$ cat src/sv/rthp_pkg.sv
// ----------------------------------------------------------------------------
// rthp_pkg
// Types and constants shared by the RGB to HSV converter.
// ----------------------------------------------------------------------------
package rthp_pkg;

    localparam int LVL_W   = 12;                 // clamped channel width
    localparam int IN_W    = 16;                 // raw PWM level width
    localparam int QBITS   = 7;                  // quotient bits, one per cell
    localparam int DSH_W   = LVL_W + QBITS - 1;  // pre-shifted divisor width
    localparam int REM_W   = 19;                 // holds delta*100 for 12-bit delta
    localparam int VPROD_W = 25;                 // 12 x 13 bit product

    localparam logic [LVL_W-1:0] FULL_SCALE_RST = 12'd1000;
    localparam logic [12:0]      VAL_RECIP      = 13'd6554;  // 2^16/10, rounded up
    localparam logic [8:0]       VAL_MAX        = 9'd255;
    localparam logic [REM_W-1:0] HUE_MUL        = 19'd60;
    localparam logic [REM_W-1:0] SAT_MUL        = 19'd100;
    localparam logic [8:0]       HUE_GREEN      = 9'd120;
    localparam logic [8:0]       HUE_BLUE       = 9'd240;
    localparam logic [8:0]       HUE_FULL       = 9'd360;

    localparam logic [1:0] SEC_RED   = 2'd0;
    localparam logic [1:0] SEC_GREEN = 2'd1;
    localparam logic [1:0] SEC_BLUE  = 2'd2;

    typedef struct packed {
        logic [IN_W-1:0] red_level;
        logic [IN_W-1:0] green_level;
        logic [IN_W-1:0] blue_level;
    } t_pix_in;

    typedef struct packed {
        logic [8:0] hue_deg;
        logic [6:0] sat_pct;
        logic [7:0] val_level;
    } t_hsv_out;

    // state handed from cell to cell
    typedef struct packed {
        logic [1:0]       sector;
        logic             neg;
        logic             hue_zero;
        logic             sat_zero;
        logic [7:0]       val;
        logic [REM_W-1:0] rem_h;
        logic [DSH_W-1:0] dsh_h;
        logic [QBITS-1:0] q_h;
        logic [REM_W-1:0] rem_s;
        logic [DSH_W-1:0] dsh_s;
        logic [QBITS-1:0] q_s;
    } t_div;

endpackage

$ cat src/sv/rthp_front.sv
// ----------------------------------------------------------------------------
// rthp_front
// Clamp, max/min/sector selection and divider operand setup (two stages).
// ----------------------------------------------------------------------------
module rthp_front (
    input  logic                       i_clk,
    input  logic                       i_rst_n,
    input  logic [rthp_pkg::LVL_W-1:0] i_full_scale,
    input  logic                       i_valid,
    input  rthp_pkg::t_pix_in          i_data,
    output logic                       o_ready,
    output logic                       o_valid,
    output rthp_pkg::t_div             o_data,
    input  logic                       i_ready
);

    logic                       r_s1_valid;
    logic [rthp_pkg::LVL_W-1:0] r_r, r_g, r_b;
    logic                       r_s2_valid;
    rthp_pkg::t_div             r_s2;

    logic                       s1_ready, s2_ready;
    logic [rthp_pkg::LVL_W-1:0] n_r, n_g, n_b;
    logic [rthp_pkg::LVL_W-1:0] mx, mn, delta, op_a, op_b, absd;
    logic [1:0]                 sec;
    logic                       neg;
    logic [rthp_pkg::VPROD_W-1:0] vprod;
    logic [8:0]                 val9;
    rthp_pkg::t_div             n_s2;

    function automatic logic [rthp_pkg::LVL_W-1:0] clamp(
        input logic [rthp_pkg::IN_W-1:0]  lvl,
        input logic [rthp_pkg::LVL_W-1:0] fs
    );
        logic [rthp_pkg::IN_W-1:0] fs_w;
        fs_w = rthp_pkg::IN_W'(fs);
        return (lvl > fs_w) ? fs : lvl[rthp_pkg::LVL_W-1:0];
    endfunction

    assign s2_ready = !r_s2_valid || i_ready;
    assign s1_ready = !r_s1_valid || s2_ready;
    assign o_ready  = s1_ready;
    assign o_valid  = r_s2_valid;
    assign o_data   = r_s2;

    assign n_r = clamp(i_data.red_level,   i_full_scale);
    assign n_g = clamp(i_data.green_level, i_full_scale);
    assign n_b = clamp(i_data.blue_level,  i_full_scale);

    always_comb begin
        // ties go to red, then green
        if (r_r >= r_g && r_r >= r_b) begin
            sec  = rthp_pkg::SEC_RED;
            mx   = r_r;
            op_a = r_g;
            op_b = r_b;
        end else if (r_g >= r_b) begin
            sec  = rthp_pkg::SEC_GREEN;
            mx   = r_g;
            op_a = r_b;
            op_b = r_r;
        end else begin
            sec  = rthp_pkg::SEC_BLUE;
            mx   = r_b;
            op_a = r_r;
            op_b = r_g;
        end
        mn = r_r;
        if (r_g < mn) mn = r_g;
        if (r_b < mn) mn = r_b;
        delta = mx - mn;
        neg   = op_a < op_b;
        absd  = neg ? (op_b - op_a) : (op_a - op_b);

        // max/10 by reciprocal, exact for inputs below 16384
        vprod = rthp_pkg::VPROD_W'(mx) * rthp_pkg::VPROD_W'(rthp_pkg::VAL_RECIP);
        val9  = vprod[rthp_pkg::VPROD_W-1:16];

        n_s2.sector   = sec;
        n_s2.neg      = neg;
        n_s2.hue_zero = (delta == '0);
        n_s2.sat_zero = (mx == '0);
        n_s2.val      = (val9 > rthp_pkg::VAL_MAX) ? 8'hFF : val9[7:0];
        n_s2.rem_h    = rthp_pkg::REM_W'(absd) * rthp_pkg::HUE_MUL;
        n_s2.dsh_h    = {delta, {(rthp_pkg::QBITS-1){1'b0}}};
        n_s2.q_h      = '0;
        n_s2.rem_s    = rthp_pkg::REM_W'(delta) * rthp_pkg::SAT_MUL;
        n_s2.dsh_s    = {mx, {(rthp_pkg::QBITS-1){1'b0}}};
        n_s2.q_s      = '0;
    end

    always_ff @(posedge i_clk) begin
        if (!i_rst_n) begin
            r_s1_valid <= 1'b0;
            r_s2_valid <= 1'b0;
        end else begin
            if (s1_ready) r_s1_valid <= i_valid;
            if (s2_ready) r_s2_valid <= r_s1_valid;
        end
    end

    always_ff @(posedge i_clk) begin
        if (s1_ready && i_valid) begin
            r_r <= n_r;
            r_g <= n_g;
            r_b <= n_b;
        end
        if (s2_ready && r_s1_valid) r_s2 <= n_s2;
    end

endmodule

$ cat src/sv/rthp_div_cell.sv
// ----------------------------------------------------------------------------
// rthp_div_cell
// One restoring-division step for the hue and saturation quotients.
// ----------------------------------------------------------------------------
module rthp_div_cell (
    input  logic           i_clk,
    input  logic           i_rst_n,
    input  logic           i_valid,
    input  rthp_pkg::t_div i_data,
    output logic           o_ready,
    output logic           o_valid,
    output rthp_pkg::t_div o_data,
    input  logic           i_ready
);

    logic           r_valid;
    rthp_pkg::t_div r_data;
    rthp_pkg::t_div n_data;
    logic           ge_h, ge_s;
    logic           ready;

    assign ready   = !r_valid || i_ready;
    assign o_ready = ready;
    assign o_valid = r_valid;
    assign o_data  = r_data;

    always_comb begin
        ge_h = i_data.rem_h >= rthp_pkg::REM_W'(i_data.dsh_h);
        ge_s = i_data.rem_s >= rthp_pkg::REM_W'(i_data.dsh_s);

        n_data       = i_data;
        n_data.rem_h = ge_h ? (i_data.rem_h - rthp_pkg::REM_W'(i_data.dsh_h)) : i_data.rem_h;
        n_data.rem_s = ge_s ? (i_data.rem_s - rthp_pkg::REM_W'(i_data.dsh_s)) : i_data.rem_s;
        n_data.dsh_h = i_data.dsh_h >> 1;
        n_data.dsh_s = i_data.dsh_s >> 1;
        n_data.q_h   = {i_data.q_h[rthp_pkg::QBITS-2:0], ge_h};
        n_data.q_s   = {i_data.q_s[rthp_pkg::QBITS-2:0], ge_s};
    end

    always_ff @(posedge i_clk) begin
        if (!i_rst_n) begin
            r_valid <= 1'b0;
        end else if (ready) begin
            r_valid <= i_valid;
        end
    end

    always_ff @(posedge i_clk) begin
        if (ready && i_valid) r_data <= n_data;
    end

endmodule

$ cat src/sv/rgb_to_hsv_percent.sv
// ----------------------------------------------------------------------------
// rgb_to_hsv_percent
// RGB PWM triple to hue (degrees), saturation (percent) and value (max/10).
// ----------------------------------------------------------------------------
// Takes one beat per clock while not stalled and returns one result beat
// per input beat, in order. A beat passes through two front stages (clamp,
// then max/min and operand setup), a chain of seven divider cells that each
// resolve one quotient bit of hue and saturation, and the output register.
// Every stage holds its beat under stall and a stage with a bubble keeps
// filling, so the input is stalled only once all ten stages are full. The
// user must write full_scale through i_cfg_we/i_cfg_data only while no beats
// are in flight; the block does not enforce this. It resets to 1000.
module rgb_to_hsv_percent (
    input  logic                       i_clk,
    input  logic                       i_rst_n,
    input  logic                       i_cfg_we,
    input  logic [rthp_pkg::LVL_W-1:0] i_cfg_data,
    input  logic                       i_valid,
    output logic                       o_stall,
    input  rthp_pkg::t_pix_in          i_data,
    output logic                       o_valid,
    input  logic                       i_stall,
    output rthp_pkg::t_hsv_out         o_data
);

    localparam int NC = rthp_pkg::QBITS;

    logic [rthp_pkg::LVL_W-1:0] r_full_scale;
    logic                       r_out_valid;
    rthp_pkg::t_hsv_out         r_out;

    rthp_pkg::t_div   cd    [0:NC];
    logic             cv    [0:NC];
    logic             rdy   [0:NC];
    logic             in_ready;
    logic             out_ready;
    rthp_pkg::t_hsv_out n_out;
    logic [8:0]       q9;

    always_ff @(posedge i_clk) begin
        if (!i_rst_n) begin
            r_full_scale <= rthp_pkg::FULL_SCALE_RST;
        end else if (i_cfg_we) begin
            r_full_scale <= i_cfg_data;
        end
    end

    rthp_front u_front (
        .i_clk        (i_clk),
        .i_rst_n      (i_rst_n),
        .i_full_scale (r_full_scale),
        .i_valid      (i_valid),
        .i_data       (i_data),
        .o_ready      (in_ready),
        .o_valid      (cv[0]),
        .o_data       (cd[0]),
        .i_ready      (rdy[0])
    );

    for (genvar k = 0; k < NC; k++) begin : g_cell
        rthp_div_cell u_cell (
            .i_clk   (i_clk),
            .i_rst_n (i_rst_n),
            .i_valid (cv[k]),
            .i_data  (cd[k]),
            .o_ready (rdy[k]),
            .o_valid (cv[k+1]),
            .o_data  (cd[k+1]),
            .i_ready (rdy[k+1])
        );
    end

    assign out_ready = !r_out_valid || !i_stall;
    assign rdy[NC]   = out_ready;
    assign o_stall   = !in_ready;
    assign o_valid   = r_out_valid;
    assign o_data    = r_out;

    always_comb begin
        q9 = 9'(cd[NC].q_h);
        n_out.val_level = cd[NC].val;
        n_out.sat_pct   = cd[NC].sat_zero ? 7'd0 : cd[NC].q_s;
        n_out.hue_deg   = '0;
        if (!cd[NC].hue_zero) begin
            case (cd[NC].sector)
                rthp_pkg::SEC_RED: begin
                    // negative red-sector hue wraps; a zero quotient lands on 0
                    if (cd[NC].neg && q9 != '0) n_out.hue_deg = rthp_pkg::HUE_FULL - q9;
                    else if (!cd[NC].neg)       n_out.hue_deg = q9;
                end
                rthp_pkg::SEC_GREEN: begin
                    n_out.hue_deg = cd[NC].neg ? (rthp_pkg::HUE_GREEN - q9)
                                               : (rthp_pkg::HUE_GREEN + q9);
                end
                default: begin
                    n_out.hue_deg = cd[NC].neg ? (rthp_pkg::HUE_BLUE - q9)
                                               : (rthp_pkg::HUE_BLUE + q9);
                end
            endcase
        end
    end

    always_ff @(posedge i_clk) begin
        if (!i_rst_n) begin
            r_out_valid <= 1'b0;
        end else if (out_ready) begin
            r_out_valid <= cv[NC];
        end
    end

    always_ff @(posedge i_clk) begin
        if (out_ready && cv[NC]) r_out <= n_out;
    end

endmodule

$ cat config.mk
export PLATFORM = sky130hd
export DESIGN_NAME = rgb_to_hsv_percent
export DESIGN_NICKNAME = d
export VERILOG_FILES = /design/src/sv/rthp_pkg.sv /design/src/sv/rthp_front.sv /design/src/sv/rthp_div_cell.sv /design/src/sv/rgb_to_hsv_percent.sv
export SDC_FILE = /design/constraint.sdc
export NUM_CORES = 1
export LEC_CHECK = 0
export ABC_AREA = 0
export BUFFER_PORTS_ARGS = -buffer_cell sky130_fd_sc_hd__buf_2
export CAP_MARGIN = 15
export CELL_PAD_IN_SITES_DETAIL_PLACEMENT = 0
export CELL_PAD_IN_SITES_GLOBAL_PLACEMENT = 1
export CORE_UTILIZATION = 30
export DETAILED_ROUTE_END_ITERATION = 12
export GPL_ROUTABILITY_DRIVEN = 1
export PLACE_DENSITY = 0.51
export SYNTH_ARGS = -nofsm -noshare
export SYNTH_HDL_FRONTEND = slang
export SYNTH_HIERARCHICAL = 1
export SYNTH_SLANG_ARGS = --single-unit
$ cat constraint.sdc
create_clock -name i_clk -period 10.7 [get_ports i_clk]
set_input_delay 1.605 -clock i_clk [delete_from_list [all_inputs] [get_ports i_clk]]
set_output_delay 1.605 -clock i_clk [all_outputs]
set_load 0.02 [all_outputs]
; ---- After elaboration in Yosys (flattened, before gate mapping)
; Index checks and enable logic that the tools add are counted.
[classes]
n_eq_ne = 1
reduce_logical = 38
multipliers = 3
n_lt_le_gt_ge = 24
mux = 30
n_addsub = 20
[ops]
columns = cell, n
row1 = two-way mux 19 bit, 11
row2 = two-way mux 12 bit, 12
row3 = greater-than comparator 16 x 12 -> 1 bit, 3
row4 = greater-or-equal comparator 19 x 12 -> 1 bit, 2
row5 = greater-or-equal comparator 19 x 13 -> 1 bit, 2
row6 = greater-or-equal comparator 19 x 14 -> 1 bit, 2
row7 = greater-or-equal comparator 19 x 15 -> 1 bit, 2
row8 = greater-or-equal comparator 19 x 16 -> 1 bit, 2
row9 = greater-or-equal comparator 19 x 17 -> 1 bit, 2
row10 = subtractor 19 x 13 -> 19 bit, 2
row11 = subtractor 19 x 14 -> 19 bit, 2
row12 = subtractor 19 x 15 -> 19 bit, 2
row13 = subtractor 19 x 16 -> 19 bit, 2
row14 = subtractor 19 x 17 -> 19 bit, 2
row15 = greater-or-equal comparator 12 bit, 3
row16 = < comparator 12 bit, 3
row17 = subtractor 12 bit, 3
row18 = two-way mux 9 bit, 3
row19 = logical NOT 12 bit, 2
row20 = "multiplier 12 x 12 -> 24 bit, second input constant", 1
row21 = greater-or-equal comparator 19 x 18 -> 1 bit, 1
row22 = subtractor 18 x 18 -> 19 bit, 1
row23 = subtractor 19 x 18 -> 19 bit, 1
row24 = greater-or-equal comparator 18 bit, 1
row25 = 18 further kinds, 49
[word_totals]
input_bits = 65
reg_bits = 671
output_inout_bits = 26

; ---- Longest topological paths before layout
[depth]
depth_word = 12
mapped_depth = 40
ltp_nobuf = 37

; ---- Cells and area by module
; Netlist, hierarchy kept.
[by_module_without_submodules]
columns = mod, n_inst, area_each_um2, cells_each
row1 = rthp_div_cell at g_cell[0].u_cell ..., 4, 5774.3, 487
row2 = rthp_front, 1, 13449.1, 1403
row3 = rthp_div_cell at g_cell[1].u_cell ..., 2, 5566.6, 470
row4 = rthp_div_cell at g_cell[3].u_cell, 1, 5703.0, 499
row5 = rgb_to_hsv_percent, 1, 2011.9, 189

; ---- Least setup slack after synthesis
; No wires, ideal clock.
[synth_path]
path_kind = reg-to-reg
from = register u_front/r_g[0] (netlist name)
to = register u_front.r_s2 (netlist bit u_front/o_data[85]), data pin
slack_ps = 1689
synth_period_minus_slack_ps = 9011
path_buffers = 5
t_arrival_ps = 8745
required_ps = 10434
stages_incl_launch_ff = 39
cell_sequence = edfxtp_1 inv_1 ha_1 nand2b_1 a211o_1 o2111ai_1 nand3b_1 a21oi_1 clkbuf_1 clkbuf_1 nor2_1 a21oi_1 nor2_1 a21o_1 ha_1 clkbuf_1 a21o_1 a221oi_1 (+3 left out) buf_1 mux2i_1 xnor2_1 inv_1 fa_1 fa_1 inv_1 fa_1 a21o_1 a21oi_1 o21bai_1 a21oi_1 o21bai_1 a21oi_1 o21bai_1 a2111oi_0 nor3_1 xor2_1
[synth_lines]
columns = item, line
row1 = "start, declared", rthp_front.sv:18  ; logic [rthp_pkg::LVL_W-1:0] r_r, r_g, r_b;
row2 = "start signal, assigned", rthp_front.sv:105  ; r_g <= n_g;
row3 = "end signal, assigned", rthp_front.sv:108  ; if (s2_ready && r_s1_valid) r_s2 <= n_s2;
row4 = "end, declared", rthp_front.sv:20  ; rthp_pkg::t_div r_s2;

==> PnR_summary.wiki <==
{| class="wikitable"
! Metric !! Value
|-
| Status || completed
|-
| Final setup fails || 0
|-
| TritonCTS Sinks || 728
|-
| Overall die height || 411 microns
|-
| CP required || 11.10 ns
|-
| Vias in the first global route || 34.1k
|-
| Critical path class || reg2reg
|-
| Slew @ Worst Pin || 1.09 ns
|-
| Design area || 56,100 sq um
|-
| Post-Synthesis Mean Instance Area || 10.9 sq um
|-
| Core outline area || 166,000 sq um
|-
| Die width || 411 microns
|-
| Depth of the CTS H-tree || 3
|-
| Final instance count without filler cells || 6,976
|-
| Final clock skew || 0.0574 ns
|-
| Fmax achieved || 106 MHz
|-
| Clock Pin Slew Worst Setup and Hold Paths || 0.06 ns
|-
| Capturing point of the worst reg2reg path || u_front/o_data[85]
|-
| Top library cells by usage in the layout, fill and taps aside || 706 x edfxtp_1, 583 x inv_1, 533 x ha_1
|-
| Root buffer selected by CTS || clkbuf_16
|-
| Crit-path max cell delay || 0.71 ns
|-
| Terminating pin of the worst hold path || g_cell[2].u_cell/o_data[92]
|-
| Initial cell density of the core || 0.303
|-
| Critical R2R Launch || u_front/r_g[0]
|-
| FF-to-FF setup slack || 1.30 ns
|-
| All-Layer GR Usage || 0.143
|-
| Period minus WS final || 9.40 ns
|-
| Worst Setup Start Kind || register
|-
| Max Slew Vio Count || 0
|-
| Final count of hold timing violations || 0
|-
| Die area || 169,000 sq um
|-
| Post-DR vias/cell || 4.77
|-
| IO Pins || 91
|-
| Static leakage || 22.9 nW
|-
| Pre-CTS worst setup slack || 1.30 ns
|-
| Mapped Cells || 4,619
|-
| # fillers || 16.7k
|-
| Worst relative slew slack || 0.271
|-
| Number of cell instances on the worst register-to-register path || 36
|-
| Detailed Route WL || 122 mm
|-
| Antenna-violating nets left || 0
|-
| Number of buffers on the longest clock path || 3
|-
| Post-route DRC || 0
|-
| Number of DRC violations after detailed-routing iteration 0 || 1,526
|-
| Total CTS buffers || 92
|-
| CTS tree || yes
|-
| Final WS setup || 1.30 ns
|-
| Final layout net count || 5,384
|-
| Drt wl/cell || 17.5 microns
|-
| Critical Path Fanout Max || 30
|-
| VDD IR max || 0.000481 V
|-
| Hold Crit Start || g_cell[1].u_cell/o_data[92]
|-
| Area growth syn-to-layout || 11.6%
|-
| Detailed Routing Iterations Pass 1 || 5
|-
| Slowest CP cell || a41oi_2
|-
| CP Data Arrival Time || 9.80 ns
|-
| Total Negative Setup Slacks || 0 ns
|-
| Maximum number of pins on one net before global-route repair || 92
|-
| Max-cap check violation count || 0
|-
| Setup repair after global routing missed its margin || no
|-
| Number of warnings issued by yosys || 6
|-
| Number of rows created at floorplan || 149
|-
| Port Buf Inserts || 90
|-
| Placed standard-cell area || 52,800 sq um
|-
| Number of instances resized during post-cts repair || 0
|-
| Overall overflow remaining after global route || 0
|-
| Wire length of the first global-routing pass || 192 mm
|-
| Source-to-sink clock delay at the later pin of the worst-skew pair || 0.72 ns
|-
| Class of the tightest hold or removal check || reg2reg
|-
| Hold-critical path depth || 0
|-
| Global placer's final weighted congestion || 0.838
|-
| Placed instance count || 6,800
|-
| Most common library cell in the layout ignoring fill and taps || edfxtp_1
|-
| Share of layout cells above drive strength 1 || 0.113
|-
| Hold-fix buffer count after cts || 0
|-
| Via total after detailed routing || 33.3k
|-
| Final worst path period share || 0.879
|-
| Antenna violations before repair || 1
|-
| Buffers inserted during post-CTS setup optimization || 0
|-
| Cell area after technology mapping || 50,200 sq um
|-
| Half-perimeter wire length after detailed placement || 96.4 mm
|-
| Most numerous cell on the critical path || a21oi_1
|-
| Pwr dens || 312 nW/um^2
|-
| Kind of end point of the critical path || register
|}
[worst max-delay path, delay by kind of cell (launching register included)]
family          cells  cell delay, ns
mux                 1            0.26
flops               1            0.46
xor+xnor            2            0.51
compound gates     19            4.59
simple gates        5            0.57
fa+ha+maj           5            1.97
buf+inv             4            0.73
[report_power, final]
group | leakage, nW | internal, mW | switching [mW] | total [mW]
registers | 6.60 | 3.95 | 0.162 | 4.11
clock network | 1.55 | 1.98 | 1.29 | 3.27
logic | 14.7 | 4.54 | 5.57 | 10.1
[area by class of cell]
class / instances / area (sq um) / area share
multi-input combinational: 3175 / 25500 / 0.455
sequential: 728 / 21600 / 0.386
tap: 2189 / 2740 / 0.0489
clock buffer: 109 / 2390 / 0.0426
inverter: 593 / 2260 / 0.0402
clock inverter: 65 / 853 / 0.0152
timing repair buffer: 116 / 666 / 0.0119
antenna: 1 / 2.50 / 0.0000446
[worst max-delay path by stage]
stage                         from                 end  slack, ns
global placement    u_front/r_g[0]  u_front/o_data[85]       1.38
finish              u_front/r_g[0]  u_front/o_data[85]       1.30
global route        u_front/r_g[0]  u_front/o_data[85]       0.49
detailed placement  u_front/r_g[0]  u_front/o_data[85]       1.30
CTS                 u_front/r_g[0]  u_front/o_data[85]       1.29
floorplan           u_front/r_g[0]  u_front/o_data[85]       1.69
[flip-flops by register name (all words and copies together) (netlist names)]
signal	flops
o_data	24
u_front/o_valid	1
u_front/r_g	12
g_cell.u_cell/o_valid	7
r_full_scale	12
u_front/r_s1_valid	1
u_front/r_b	12
g_cell.u_cell/o_data	579
o_valid	1
u_front/o_data	67
u_front/r_r	12
[routing by layer]
metal / part of all wire / global-route usage / routed length, microns
met1: 0.47 / 0.185 / 57200
met2: 0.48 / 0.246 / 57900
met5: 0 / 0 / 0
met3: 0.029 / 0.0208 / 3500
met4: 0.026 / 0.0403 / 3140
[metrics by stage]
stage,power [mW],hold WS [ns],utilization
after floorplan,12.3,0.400,-
after global placement,14.5,0.401,0.319
after detailed placement,14.4,0.405,0.319
after CTS,17.9,0.378,0.338
after global routing,19.4,0.387,0.339
final,17.5,0.383,0.339
Power figures use the tool's default switching activity.
